$ cat src/hw/rtl/assert_macros.svh
// assertion macros shared by the rtl
`ifndef ASSERT_MACROS_SVH
`define ASSERT_MACROS_SVH

// antecedent implies consequent in the same cycle
`define ASSERT_IMPLIES(label, ante, cons) \
  label: assert property (@(posedge clk) disable iff (rst) (ante) |-> (cons)) \
    else $error("assertion failed");

// antecedent implies consequent in the next cycle
`define ASSERT_NEXT(label, ante, cons) \
  label: assert property (@(posedge clk) disable iff (rst) (ante) |=> (cons)) \
    else $error("assertion failed");

`endif

$ cat src/hw/rtl/rls_div_cell.sv
// one restoring divider cell, one quotient bit per lane
`default_nettype none
module rls_div_cell #(
  parameter int DW = 64,
  parameter int CW = 16
) (
  input  wire logic          clk,
  input  wire logic          rst,
  input  wire logic          valid_in,
  input  wire logic [CW-1:0] den_m,
  input  wire logic [CW-1:0] den_o,
  input  wire logic [CW-1:0] rem_m_in,
  input  wire logic [DW-1:0] dq_m_in,
  input  wire logic [CW-1:0] rem_o_in,
  input  wire logic [DW-1:0] dq_o_in,
  output logic               valid_out,
  output logic [CW-1:0]      rem_m_out,
  output logic [DW-1:0]      dq_m_out,
  output logic [CW-1:0]      rem_o_out,
  output logic [DW-1:0]      dq_o_out
);
  logic [CW:0] trial_m, trial_o, diff_m, diff_o;
  logic        ge_m, ge_o;

  always_comb begin
    trial_m = {rem_m_in, dq_m_in[DW-1]};
    trial_o = {rem_o_in, dq_o_in[DW-1]};
    diff_m  = trial_m - {1'b0, den_m};
    diff_o  = trial_o - {1'b0, den_o};
    ge_m    = trial_m >= {1'b0, den_m};
    ge_o    = trial_o >= {1'b0, den_o};
  end

  always_ff @(posedge clk) begin
    if (rst) begin
      valid_out <= 1'b0;
    end else begin
      valid_out <= valid_in;
    end
    rem_m_out <= ge_m ? diff_m[CW-1:0] : trial_m[CW-1:0];
    rem_o_out <= ge_o ? diff_o[CW-1:0] : trial_o[CW-1:0];
    dq_m_out  <= {dq_m_in[DW-2:0], ge_m};
    dq_o_out  <= {dq_o_in[DW-2:0], ge_o};
  end

  `include "assert_macros.svh"
  `ASSERT_NEXT(cell_valid_follows, valid_in, valid_out)
  `ASSERT_NEXT(cell_no_spurious, !valid_in, !valid_out)
  `ASSERT_NEXT(cell_rem_below_den, valid_in && den_m != '0, rem_m_out < den_m)
endmodule
`default_nettype wire

$ cat config.mk
export PLATFORM = sky130hd
export DESIGN_NAME = rls_div_cell
export DESIGN_NICKNAME = d
export VERILOG_FILES = /design/src/hw/rtl/rls_div_cell.sv
export VERILOG_INCLUDE_DIRS = /design/src /design/src/hw/rtl
export SDC_FILE = /design/constraint.sdc
export NUM_CORES = 1
export LEC_CHECK = 0
export ABC_CLOCK_PERIOD_IN_PS = 3700
export BUFFER_PORTS_ARGS = -buffer_cell sky130_fd_sc_hd__buf_2
export CORE_AREA = 2 2 140 142
export CTS_CLUSTER_SIZE = 10
export DETAILED_ROUTE_END_ITERATION = 6
export DIE_AREA = 0 0 142 144
export MAX_ROUTING_LAYER = met4
export PLACE_DENSITY = 0.55
export SETUP_SLACK_MARGIN = 0.1
export SLEW_MARGIN = 20
export SYNTH_ARGS = -nofsm -noshare
export SYNTH_HDL_FRONTEND = slang
export SYNTH_SLANG_ARGS = --single-unit
$ cat constraint.sdc
create_clock -name clk -period 3.7 [get_ports clk]
set_clock_uncertainty 0.1 [all_clocks]
set_input_delay 1.11 -clock clk [delete_from_list [all_inputs] [get_ports clk]]
set_output_delay 1.11 -clock clk [all_outputs]
set_load 0.03 [all_outputs]
==> results_dict.tcl <==
set metrics [dict create \
    fillCellCount 1901 \
    drive_gt1_share_pct 48.21 \
    tightest_slew_ps 553.2 \
    synth-seq-area-share_pct 58.79 \
    cts_max_path_buffers 2 \
    drc 0 \
    cp_data_required_time_ps 3910 \
    dieHeight_um 144 \
    slew_headroom_pct 62.90 \
    synthFlopType "dfxtp_1" \
    setup_violations 0 \
    synth_fa_ha_area_share_pct 8.033 \
    syn2layout_area_growth_pct 48.54 \
    status "finished, final reports clean" \
    vias 4751 \
    synth-edff-count 0 \
    via_per_inst 4.303 \
    cp-start-kind "input port" \
    hp-start "dq_o_in[33]" \
    synth_top_area_share_pct 58.79 \
    clk_pin_slew_ps 70 \
    synth_compound_area_share_pct 13.26 \
    synth-xor-area-share_pct 3.035 \
    post-route-period-util_pct 82.18 \
    async_flop_share_pct 0 \
    cts_resized 0 \
    syn_area_sq_um 5483 \
    htree_num_levels 4 \
    wire_per_inst_um 15.20 \
    ios 356 \
    critical_path_class "in2reg" \
    root_buffer "clkbuf_16" \
    die_w_um 142 \
    grtUsageTotal_pct 15.92 \
    grt_max_degree 19 \
    drv_slew 0 \
    place_hpwl_um 13640 \
    initial_core_util_pct 28.74 \
    avgSynthCellArea_sq_um 11.35 \
    ys_ff_latch 161 \
    synth_mux_area_share_pct 4.427 \
    peakVddDrop_v 0.0002954 \
    layout.nets 1081 \
    pwr_density_cell_nw_per_um2 572.4 \
    whs_ps 683.0 \
    first_pass_iters 4 \
    holdCritPathClass "in2reg" \
    yosys.area_share.simple_pct 8.375 \
    num_rows 51 \
    yosysWarnings 0 \
    gp_congestion 0.8219 \
    grt_pass1_wl_um 23780 \
    antenna_found_initial 1 \
    holdPathStages 1 \
    p_leak_nw 4.157 \
    yosysTopAreaCell "dfxtp_1" \
    synth_fp_nets 712 \
    crit_arrival_ps 3250 \
    synthTopCellsByArea "dfxtp_1 59%, ha_1 7.3%, inv_1 3.2%, a21oi_1 3.0%, mux2_2 2.1%" \
    core-area_sq_um 19080 \
    synth_top_family_by_area "compound AO/OA/AOI/OAI gates" \
    rsz0062_at_grt "false" \
    min_to "dq_o_out[34]" \
    fmax_ghz 0.3289 \
    grt-ovfl-total 0 \
    wl_um 16780 \
    drtAntennaViolNets 0 \
    fin_tns_setup_ps 0 \
    cts_hold_buffers 0 \
    grt_pass1_vias 4474 \
    cp_max_fo 6 \
    maxCapViolations 0 \
    synth_cells 483 \
    final.min_clock_period_ps 3041 \
    die_area_sq_um 20450 \
    cts_tree "done" \
    yosysUniqueCellTypes 64 \
    cts_setup_buffers 0 \
    hold_viol 0 \
    worstSetupEndpointType "flop" \
    clkSinkCount 161 \
    numCtsBuffers 17 \
    port_buffers 355 \
    drt-initial-drc-count 133 \
]
-- cell usage in the layout, fill, tap and decap left out, types with 6 or more instances in the layout --
cell,n
dfxtp_1,161
inv_1,47
xor2_1,10
o21a_1,7
xnor2_1,9
nand2_1,13
mux2_2,10
buf_2,355
a211oi_1,7
ha_1,32
nand3_1,7
mux2_4,6
nand2b_1,10
clkbuf_16,17
a21oi_1,33
a21o_1,7
o21ai_0,14
nor2_1,29
-- critical path, stage by stage --
cell and delay, ps:
buf_2 100, ha_1 220, fa_1 410, nor2b_1 190, o31a_1 200, o31ai_2 140
o2111a_1 250, or3_1 360, mux2_4 260
-- report_power, final --
group,switching [mW],internal [mW]
clock,0.833,0.928
sequential,0.0366,1.88
combinational,0.617,0.366
total,1.49,3.17
-- synth_stat cells, drive strengths merged (2+ instances only) --
master	instances
a21boi	2
mux2	16
o31a	2
nand3	7
a31oi	3
a211oi	7
a21o	7
nand2b	10
o21a	7
o211ai	3
clkbuf	3
or2	2
nor2	29
nand4	3
o311ai	2
ha	32
nand3b	2
fa	2
or3	2
nor2b	5
and3	2
o2111ai	2
nand2	13
inv	47
nor3	5
o21bai	2
o21ai	15
buf	5
o31ai	3
and2	5
a21oi	33
xor2	10
and4	3
dfxtp	161
mux2i	4
a211o	2
xnor2	9
-- layer usage --
| layer | GRT usage (%) | vias to the layer above | wire length [um] |
|---|---|---|---|
| met3 | 4.040 | 12 | 1010 |
| met2 | 28.60 | 189 | 8875 |
| li1 | - | 2411 | - |
| met1 | 17.01 | 2139 | 6620 |
| met4 | 5.789 | 0 | 269 |
| met5 | - | - | 0 |
-- kinds of logic after synthesis --
logic type | after synthesis
AND/OR/NAND/NOR | 90
AO/OA/AOI/OAI | 104
multiplexers | 20
adder cells (fa/ha/maj) | 34
buffers and inverters | 55
flip-flops | 161
XOR/XNOR | 19
-- final cells by class --
cell class	instances	area (sq um)	share of cell area [%]
Antenna cell	1	2.502	0.03073
Clock buffer	18	439.2	5.393
Clock inverter	14	157.7	1.936
Inverter	47	176.4	2.166
Multi-Input combinational cell	267	2036	25.00
Sequential cell	161	3223	39.58
Tap cell	238	297.8	3.656
Timing Repair Buffer	358	1812	22.25
-- flip-flops by register name, summed over array words and instances, names as in the netlist --
name,flops
valid_out,1
dq_o_out,64
rem_o_out,16
rem_m_out,16
dq_m_out,64
-- stage by stage --
step	std cells	setup slack (ps)	utilization, %	total power [mW]	instance area, sq um
floorplan	483	501.2	-	2.604	5483
global placement	1071	249.0	39.54	2.950	7545
detailed placement	1071	200.6	39.54	2.951	7545
CTS	1103	657.0	42.67	4.746	8142
global route	1104	529.0	42.68	4.883	8144
finish	1104	659.3	42.68	4.662	8144
-- worst max-delay path by stage --
stage,end,depth (start not counted),slack (ps),start
2_1_floorplan,rem_m_out[10],9,500,den_m[5]
3_3_place_gp,rem_m_out[14],10,250,dq_m_in[63]
3_5_place_dp,rem_m_out[14],9,200,den_m[0]
4_1_cts,rem_m_out[14],9,660,den_m[0]
5_1_grt,rem_m_out[14],10,530,dq_m_in[63]
6_report,rem_m_out[14],9,660,den_m[0]
Note: power is estimated with default switching activity, not from simulation.
