==> config.mk <==
export PLATFORM = sky130hd
export DESIGN_NAME = rls_combine
export DESIGN_NICKNAME = d
export VERILOG_FILES = /design/src/hw/rtl/rls_pkg.sv /design/src/hw/rtl/rls_combine.sv
export VERILOG_INCLUDE_DIRS = /design/src /design/src/hw/rtl
export SDC_FILE = /design/constraint.sdc
export NUM_CORES = 1
export LEC_CHECK = 0
export ABC_CLOCK_PERIOD_IN_PS = 11300
export BUFFER_PORTS_ARGS = -buffer_cell sky130_fd_sc_hd__buf_2
export CORE_MARGIN = 4
export CORE_UTILIZATION = 58
export CTS_CLUSTER_DIAMETER = 150
export DETAILED_ROUTE_END_ITERATION = 8
export HOLD_SLACK_MARGIN = 0.03
export PLACE_DENSITY_LB_ADDON = 0.05
export REMOVE_ABC_BUFFERS = 1
export SLEW_MARGIN = 20
export SYNTH_ARGS = -nofsm -noshare
export SYNTH_HDL_FRONTEND = slang
export SYNTH_SLANG_ARGS = --single-unit
==> constraint.sdc <==
create_clock -name clk -period 11.3 [get_ports clk]
set_input_delay 1.695 -clock clk [delete_from_list [all_inputs] [get_ports clk]]
set_output_delay 1.695 -clock clk [all_outputs]
set_load 0.02 [all_outputs]
==> src/hw/rtl/assert_macros.svh <==
// assertion macros shared by the rtl
`ifndef ASSERT_MACROS_SVH
`define ASSERT_MACROS_SVH

// antecedent implies consequent in the same cycle
`define ASSERT_IMPLIES(label, ante, cons) \
  label: assert property (@(posedge clk) disable iff (rst) (ante) |-> (cons)) \
    else $error("assertion failed");

// antecedent implies consequent in the next cycle
`define ASSERT_NEXT(label, ante, cons) \
  label: assert property (@(posedge clk) disable iff (rst) (ante) |=> (cons)) \
    else $error("assertion failed");

`endif

==> src/hw/rtl/rls_pkg.sv <==
// shared constants of the rational linear scaler
`default_nettype none
package rls_pkg;
  localparam int VALUE_BITS  = 64;
  localparam int STATUS_BITS = 2;
  localparam int CFG_BITS    = 32;
  localparam int IDX_BITS    = 3;
  localparam int COEF_REG_BITS = 16;
  localparam int OFFSET_NUM_BITS = 32;

  localparam logic [STATUS_BITS-1:0] ST_OK       = 2'd0;
  localparam logic [STATUS_BITS-1:0] ST_ZERO_DEN = 2'd1;
  localparam logic [STATUS_BITS-1:0] ST_SAT      = 2'd2;

  localparam logic [IDX_BITS-1:0] REG_SLOPE_POS = 3'd0;
  localparam logic [IDX_BITS-1:0] REG_SLOPE_NUM = 3'd1;
  localparam logic [IDX_BITS-1:0] REG_SLOPE_DEN = 3'd2;
  localparam logic [IDX_BITS-1:0] REG_OFFS_POS  = 3'd3;
  localparam logic [IDX_BITS-1:0] REG_OFFS_NUM  = 3'd4;
  localparam logic [IDX_BITS-1:0] REG_OFFS_DEN  = 3'd5;

  localparam logic [VALUE_BITS-1:0] VALUE_MAX = 64'h7FFF_FFFF_FFFF_FFFF;
  localparam logic [VALUE_BITS-1:0] VALUE_MIN = 64'h8000_0000_0000_0000;
endpackage
`default_nettype wire

==> src/hw/rtl/rls_combine.sv <==
// sign application, sum and saturation of the two quotients, zero result on a zero denominator
`default_nettype none
module rls_combine #(
  parameter int DW = 64
) (
  input  wire logic          clk,
  input  wire logic          rst,
  input  wire logic          valid_in,
  input  wire logic [DW-1:0] quot_m,
  input  wire logic [DW-1:0] quot_o,
  input  wire logic          slope_neg,
  input  wire logic          offset_neg,
  input  wire logic          zero_den,
  output logic               done,
  output logic [rls_pkg::VALUE_BITS-1:0]  scaled_value,
  output logic [rls_pkg::STATUS_BITS-1:0] status
);
  import rls_pkg::*;
  localparam int SW = ((DW > VALUE_BITS) ? DW : VALUE_BITS) + 2;

  logic signed [SW-1:0] mag_m, mag_o, term_m, term_o, sum, lim_hi, lim_lo;

  always_comb begin
    mag_m  = signed'(SW'(quot_m));
    mag_o  = signed'(SW'(quot_o));
    term_m = slope_neg ? -mag_m : mag_m;
    term_o = offset_neg ? -mag_o : mag_o;
    sum    = term_m + term_o;
    lim_hi = signed'(SW'(VALUE_MAX));
    lim_lo = signed'({{(SW-VALUE_BITS){1'b1}}, VALUE_MIN});
  end

  always_ff @(posedge clk) begin
    if (rst) begin
      done <= 1'b0;
    end else begin
      done <= valid_in;
    end
    if (zero_den) begin
      scaled_value <= '0;
      status       <= ST_ZERO_DEN;
    end else if (sum > lim_hi) begin
      scaled_value <= VALUE_MAX;
      status       <= ST_SAT;
    end else if (sum < lim_lo) begin
      scaled_value <= VALUE_MIN;
      status       <= ST_SAT;
    end else begin
      scaled_value <= sum[VALUE_BITS-1:0];
      status       <= ST_OK;
    end
  end

  `include "assert_macros.svh"
  `ASSERT_IMPLIES(zero_den_gives_zero, done && status == ST_ZERO_DEN, scaled_value == '0)
  `ASSERT_IMPLIES(sat_at_limits, done && status == ST_SAT,
                  scaled_value == VALUE_MAX || scaled_value == VALUE_MIN)
  `ASSERT_IMPLIES(status_legal, done,
                  status == ST_OK || status == ST_ZERO_DEN || status == ST_SAT)
endmodule
`default_nettype wire

==> metrics.txt, run 1 <==
Resized cells post-CTS 0; Place WS 2.313 ns; Startpoint Class input port; power per cell area 156.0 nW/um^2; metal2 WL 12,510 microns; clock share of power 18.7%; layout cells sized above 1 19.32%; # setup viols final 0; Nets 1,522; non-filler cells, final 1,509; HP Class in -> reg; Vias per Instance 6.415; P_leak 4.138 nW; NetSw 0.7413 mW; sw frac 46.82%; IO Port Bufs 200; initial antenna violation count 1; Req. time, crit path 11.48 ns; io pins 201; hold endpoint done; critical path endpoint category flop; GRT Resource Usage Total 31.34%; Total Die Area 17,190 sq um; Setup TNS Final 0 ns; M1 WL 12,410 microns; #FFs+latches synth 67; post-synthesis sequential area ratio 15.26%; first-pass GRT wire length 43,700 microns; Initial Utilization 59.79%; CP startpoint quot_o[5]; vias 9,680; HP Start rst; clk sinks 67; mapped cell area 8788 sq um; total wire length 27,670 microns; ANT cells 0; Post-synth ARST share 0%; Arrival @ worst endpoint 8.98 ns; hold-critical path depth 2; filler cell count 1,377; Synth Instances 1,161; clock buffer depth 2; RSZ-0062 raised after global routing false; final-report hold violation count 0; Wirelength per Cell 18.34 microns; synthesis-to-finish area growth 15.53%; DR DRC count 0; Synth Flop Type dfxtp_1; Inserted Clock Buffers 9; Row Count 44; outcome complete, no violations; CTS tree yes; final-report max-slew violation count 0; Core Area 14,700 sq um; uppermost layer routed met5; Routed Antenna Nets 0; Die Ht 131.1 microns; critical path class in -> reg; GRT overflow 0; synthesized area per cell 7.570 sq um; met3 WL 1923 microns; vias in the first global route 8,744; Max-Cap Viols 0; internal power 0.8421 mW; setup ws final 2.500 ns; H-tree levels 3; sequential share of power 22.2%; RD Place Congestion 1.023; Post-DP HPWL 22,140 microns; Iter 0 DRT Violations 780; combinational power share 59.1%; Unique masters post-synth 65; post-CTS setup buffer count 0; Clock Tree Root clkbuf_16; Final period util 77.88%; Relative slew margins 35.06%; Achievable Freq 113.6 MHz; crit path max fanout 52; Post-CTS Hold Fix Bufs 0; Die W 131.1 microns; YS warnings 0; EDFF count, synth 0; actual slew at the worst max-slew pin 0.9652 ns; largest net degree at the start of global routing 68; drt first pass iters 8; maximum VDD drop 0.1377 mV; Period minus WS final 8.800 ns; Clock transition at path regs 0.07 ns; placed insts 1,493
## per-layer routing
layer	vias to the layer above	GRT usage [%]
met3	52	5.065
met5	-	0
met2	361	50.48
met1	4547	43.04
met4	2	9.619
li1	4718	-
## worst max path at each step
stage / cells after the start / slack (ns) / end
floorplan: 19 / 2.13 / scaled_value[49]
global placement: 21 / 2.53 / scaled_value[62]
detailed placement: 21 / 2.31 / scaled_value[62]
CTS: 21 / 2.65 / scaled_value[62]
global route: 20 / 2.10 / scaled_value[44]
finish: 20 / 2.50 / scaled_value[44]
## kinds of logic (layout without fill, tap and decap cells)
logic type,Yosys count,in the layout,share of synthesized area (%)
compound gates,411,411,32.26
xor+xnor,177,177,17.64
fa+ha+maj,68,68,9.766
buf+inv,81,245,3.645
flops,67,67,15.26
mux,1,1,0.1139
simple gates,356,356,21.31
## registers in the layout, indices dropped and copies added, names as in the netlist
name / cells
status: 2
done: 1
scaled_value: 64
## critical path, cell delays in order
cell and delay [ns]:
buf_2 0.11, or4_1 0.62, or4b_1 0.62, nor2_1 0.40, nand4_1 0.32, or2_2 0.41
or4_1 0.46, nand2b_1 0.26, o31ai_1 0.29, xnor2_1 0.16, ha_1 0.37, and3_1 0.30
and3_1 0.21, and3_1 0.18, a2111oi_0 0.43, o211ai_1 0.33, a311o_1 0.52, a22oi_4 0.47
buf_4 0.59, o31ai_1 0.18
## area by class of cell
cell class	count	area, sq um	area share [%]
repair buffers	206	1046	10.30
multi-input cells	1013	7144	70.36
flip-flops and latches	67	1341	13.21
clock buffers	9	225.2	2.218
well taps	184	230.2	2.267
clock inverters	7	80.08	0.7887
inverters	23	86.33	0.8503
## synthesized netlist by cell type, types with 2 or more instances
| cell type | number | share of area, % |
|---|---|---|
| nor2b_1 | 9 | 0.64 |
| a2111oi_0 | 4 | 0.40 |
| o2111ai_1 | 4 | 0.40 |
| buf_2 | 7 | 0.40 |
| o41ai_1 | 22 | 2.2 |
| a21o_1 | 27 | 2.3 |
| o221a_2 | 2 | 0.26 |
| a221o_1 | 5 | 0.57 |
| nor2_1 | 55 | 2.3 |
| nand4_1 | 27 | 1.9 |
| nor3_1 | 27 | 1.5 |
| xor2_1 | 27 | 2.7 |
| a31oi_1 | 8 | 0.57 |
| o31ai_1 | 98 | 8.4 |
| o211ai_1 | 8 | 0.68 |
| o41ai_2 | 5 | 0.93 |
| nand3_1 | 21 | 1.2 |
| and2_0 | 2 | 0.14 |
| a22oi_4 | 2 | 0.48 |
| a221oi_1 | 5 | 0.50 |
| a21boi_0 | 6 | 0.51 |
| and2_1 | 9 | 0.64 |
| o31a_1 | 2 | 0.20 |
| nor4_1 | 8 | 0.57 |
| or4_1 | 23 | 2.0 |
| and4b_1 | 2 | 0.23 |
| and4_1 | 2 | 0.20 |
| dfxtp_1 | 67 | 15 |
| nand2b_1 | 12 | 0.85 |
| nand2_1 | 92 | 3.9 |
| and3_1 | 11 | 0.78 |
| o21bai_1 | 13 | 1.1 |
| o21a_1 | 16 | 1.4 |
| nand3b_1 | 3 | 0.26 |
| a21oi_1 | 80 | 4.6 |
| xnor2_1 | 150 | 15 |
| inv_1 | 23 | 0.98 |
| a31o_2 | 2 | 0.20 |
| a211oi_1 | 8 | 0.68 |
| or3_1 | 30 | 2.1 |
| ha_1 | 67 | 9.5 |
| or2_2 | 16 | 1.1 |
| o21ai_0 | 83 | 4.7 |
| clkbuf_1 | 50 | 2.1 |
## metrics by stage
| step | hold slack [ns] | total power [mW] | util (%) | cell area [sq um] |
|---|---|---|---|---|
| 2_1_floorplan | 1.723 | 0.9941 | - | 8554 |
| 3_3_place_gp | 1.858 | 1.273 | 67.00 | 9848 |
| 3_5_place_dp | 1.863 | 1.276 | 67.00 | 9848 |
| 4_1_cts | 1.500 | 1.576 | 69.08 | 10150 |
| 5_1_grt | 1.500 | 1.685 | 69.08 | 10150 |
| 6_report | 1.503 | 1.583 | 69.08 | 10150 |
## cells in the final DEF, fill, tap and decap left out, types with 22 or more instances in the layout
cell and n:
nor2_1 55, or3_1 30, or4_1 23, buf_2 200, o41ai_1 22, xnor2_1 150, a21oi_1 80, o31ai_1 98
nand4_1 27, xor2_1 27, ha_1 67, nor3_1 27, o21ai_0 83, inv_1 23, a21o_1 27, nand2_1 92
dfxtp_1 67
## power by group through the flow
stage	clock network (mW)	registers, mW	logic [mW]
6_report	0.296	0.352	0.935
5_1_grt	0.307	0.360	1.02
4_1_cts	0.297	0.351	0.928
3_5_place_dp	0	0.355	0.921
3_3_place_gp	0	0.358	0.915
2_1_floorplan	0	0.461	0.533
(Power assumes the default switching activity.)
==> run 2: changes to the inputs <==
- ABC_CLOCK_PERIOD_IN_PS: 11300 -> 8290
- CORE_UTILIZATION: 58 -> 56
- clock period: 11.3 -> 8.29 ns (I/O delays scaled with it)
==> metrics.txt, run 2 (synthesis results as in run 1) <==
most common cell after layout, fill and taps aside buf_2; total wire length 27,630 microns (-0.15%); RD Place Congestion 0.9904 (-3.2%); largest net degree at the start of global routing 68 (unchanged); H-tree levels 3 (unchanged); Initial Utilization 57.39% (-2.4 points); Max-Cap Viols 0 (unchanged); Achievable Freq 130.7 MHz; Cell Chain, Critical Path buf_2, or4_1, or4b_1, nor2_1, nand4_1, or2_2, or4_1, nand2b_1, o31ai_1, xnor2_1, ha_1, and3_1, and3_1, and3_1, a2111oi_0, o211ai_1, a311o_1, a22oi_4, buf_4, o31ai_1; actual slew at the worst max-slew pin 0.9546 ns (-0.01065 ns); Row Count 45 (+2.3%); Die W 133.3 microns (+1.7%); Req. time, crit path 8.48 ns (-3.00 ns); vias in the first global route 8,953 (+2.4%); final-report max-slew violation count 0 (unchanged); placed insts 1,527 (+2.3%); Resized cells post-CTS 0 (unchanged); crit-path max cell delay 0.63 ns (about the same); Period minus WS final 7.652 ns; Worst setup endpoint scaled_value[14]; vias 9,516 (-1.7%); hold-critical path depth 2 (unchanged); Vias per Instance 6.167 (-3.9%); initial antenna violation count 0 (-1); clk sinks 67 (unchanged); power per cell area 213.8 nW/um^2 (+37%); Startpoint Class input port; Routed Antenna Nets 0 (unchanged); ANT cells 0 (unchanged); Wirelength per Cell 17.90 microns (-2.4%); largest registers scaled_value (64), status (2), done (1); critical path depth 20 (unchanged); critical path endpoint category flop; P_leak 4.187 nW (+1.2%); CP startpoint quot_o[5]; final-report hold violation count 0 (unchanged); Bufs and invs on worst path 2 (unchanged); Inserted Clock Buffers 9 (unchanged); most used cell, CP and3_1; first-pass GRT wire length 44,800 microns (+2.5%); Post-CTS Hold Fix Bufs 0 (unchanged); IO Port Bufs 200 (unchanged); Worst path slowest cell or4_1; GRT Resource Usage Total 30.09% (-1.3 points); # setup viols final 0 (unchanged); GRT overflow 0 (unchanged); hold_ws 1.052 ns (-0.4511 ns); most frequent cells in the layout buf_2, xnor2_1, o31ai_1; max FFs per register 64 (unchanged); outcome complete, no violations; Nets 1,529 (+0.46%); post-CTS setup buffer count 0 (unchanged); Iter 0 DRT Violations 703 (-9.9%); Core Area 15,310 sq um (+4.2%); layout cells sized above 1 19.74% (+0.42 points); crit-path leading delay family simple AND/OR/NAND/NOR gates; Die Ht 133.3 microns (+1.7%); Relative slew margins 36.36% (+1.3 points); critical path class in -> reg; Clock transition at path regs 0.06 ns (about the same); Final period util 92.30%; maximum VDD drop 0.1917 mV (+39%); non-filler cells, final 1,543 (+2.3%); drt first pass iters 5 (-3); io pins 201 (unchanged); HP Class in -> reg; CTS tree yes; Arrival @ worst endpoint 7.84 ns (-1.14 ns); crit path max fanout 39 (-25%); clock buffer depth 2 (unchanged); Total Die Area 17,760 sq um (+3.4%); Reg with most FFs scaled_value; Clock Tree Root clkbuf_16; synthesis-to-finish area growth 16.80%; Post-DP HPWL 22,500 microns (+1.6%); filler cell count 1,422 (+3.3%); RSZ-0062 raised after global routing false; DR DRC count 0 (unchanged)
[run 2: how the worst min path moves through the flow]
stage / startpoint / end / slack, ns
2_1_floorplan: zero_den / status[0] / 1.27
3_3_place_gp: rst / done / 1.41
3_5_place_dp: rst / done / 1.40
4_1_cts: rst / done / 1.05
5_1_grt: rst / done / 1.07
6_report: rst / done / 1.05
[run 2: stage by stage]
step	area, sq um	worst slack [ns]	total power [mW]	utilization [%]	setup TNS, ns
CTS	10260	0.6863	2.185	67.03	0
global placement	9935	0.5798	1.745	64.87	0
detailed placement	9935	0.3681	1.746	64.87	0
global route	10260	0.1791	2.333	67.03	0
finish	10260	0.6379	2.195	67.03	0
floorplan	8554	-0.4306	1.355	-	-21.90
[run 2: power breakdown]
part	switching [mW]	leakage (nW)	total, mW	internal (mW)
Sequential	0.0425	0.562	0.484	0.441
Combinational	0.806	3.47	1.28	0.475
Clock	0.162	0.159	0.431	0.269
[run 2: area by class of cell]
cell class              count  area, sq um  share of cell area [%]
inverters                  23        86.33                  0.8411
repair buffers            213         1099                   10.70
clock buffers               9        225.2                   2.194
multi-input cells        1013         7144                   69.60
well taps                 211        264.0                   2.572
clock inverters             7        105.1                   1.024
flip-flops and latches     67         1341                   13.07
[run 2: per-layer routing]
metal | vias up | part of all wire, % | GRT usage [%]
met5 | - | 0 | 0
met4 | 0 | 1.9 | 6.914
met3 | 35 | 6.7 | 5.400
met2 | 338 | 45 | 48.93
met1 | 4412 | 46 | 41.66
li1 | 4731 | - | -
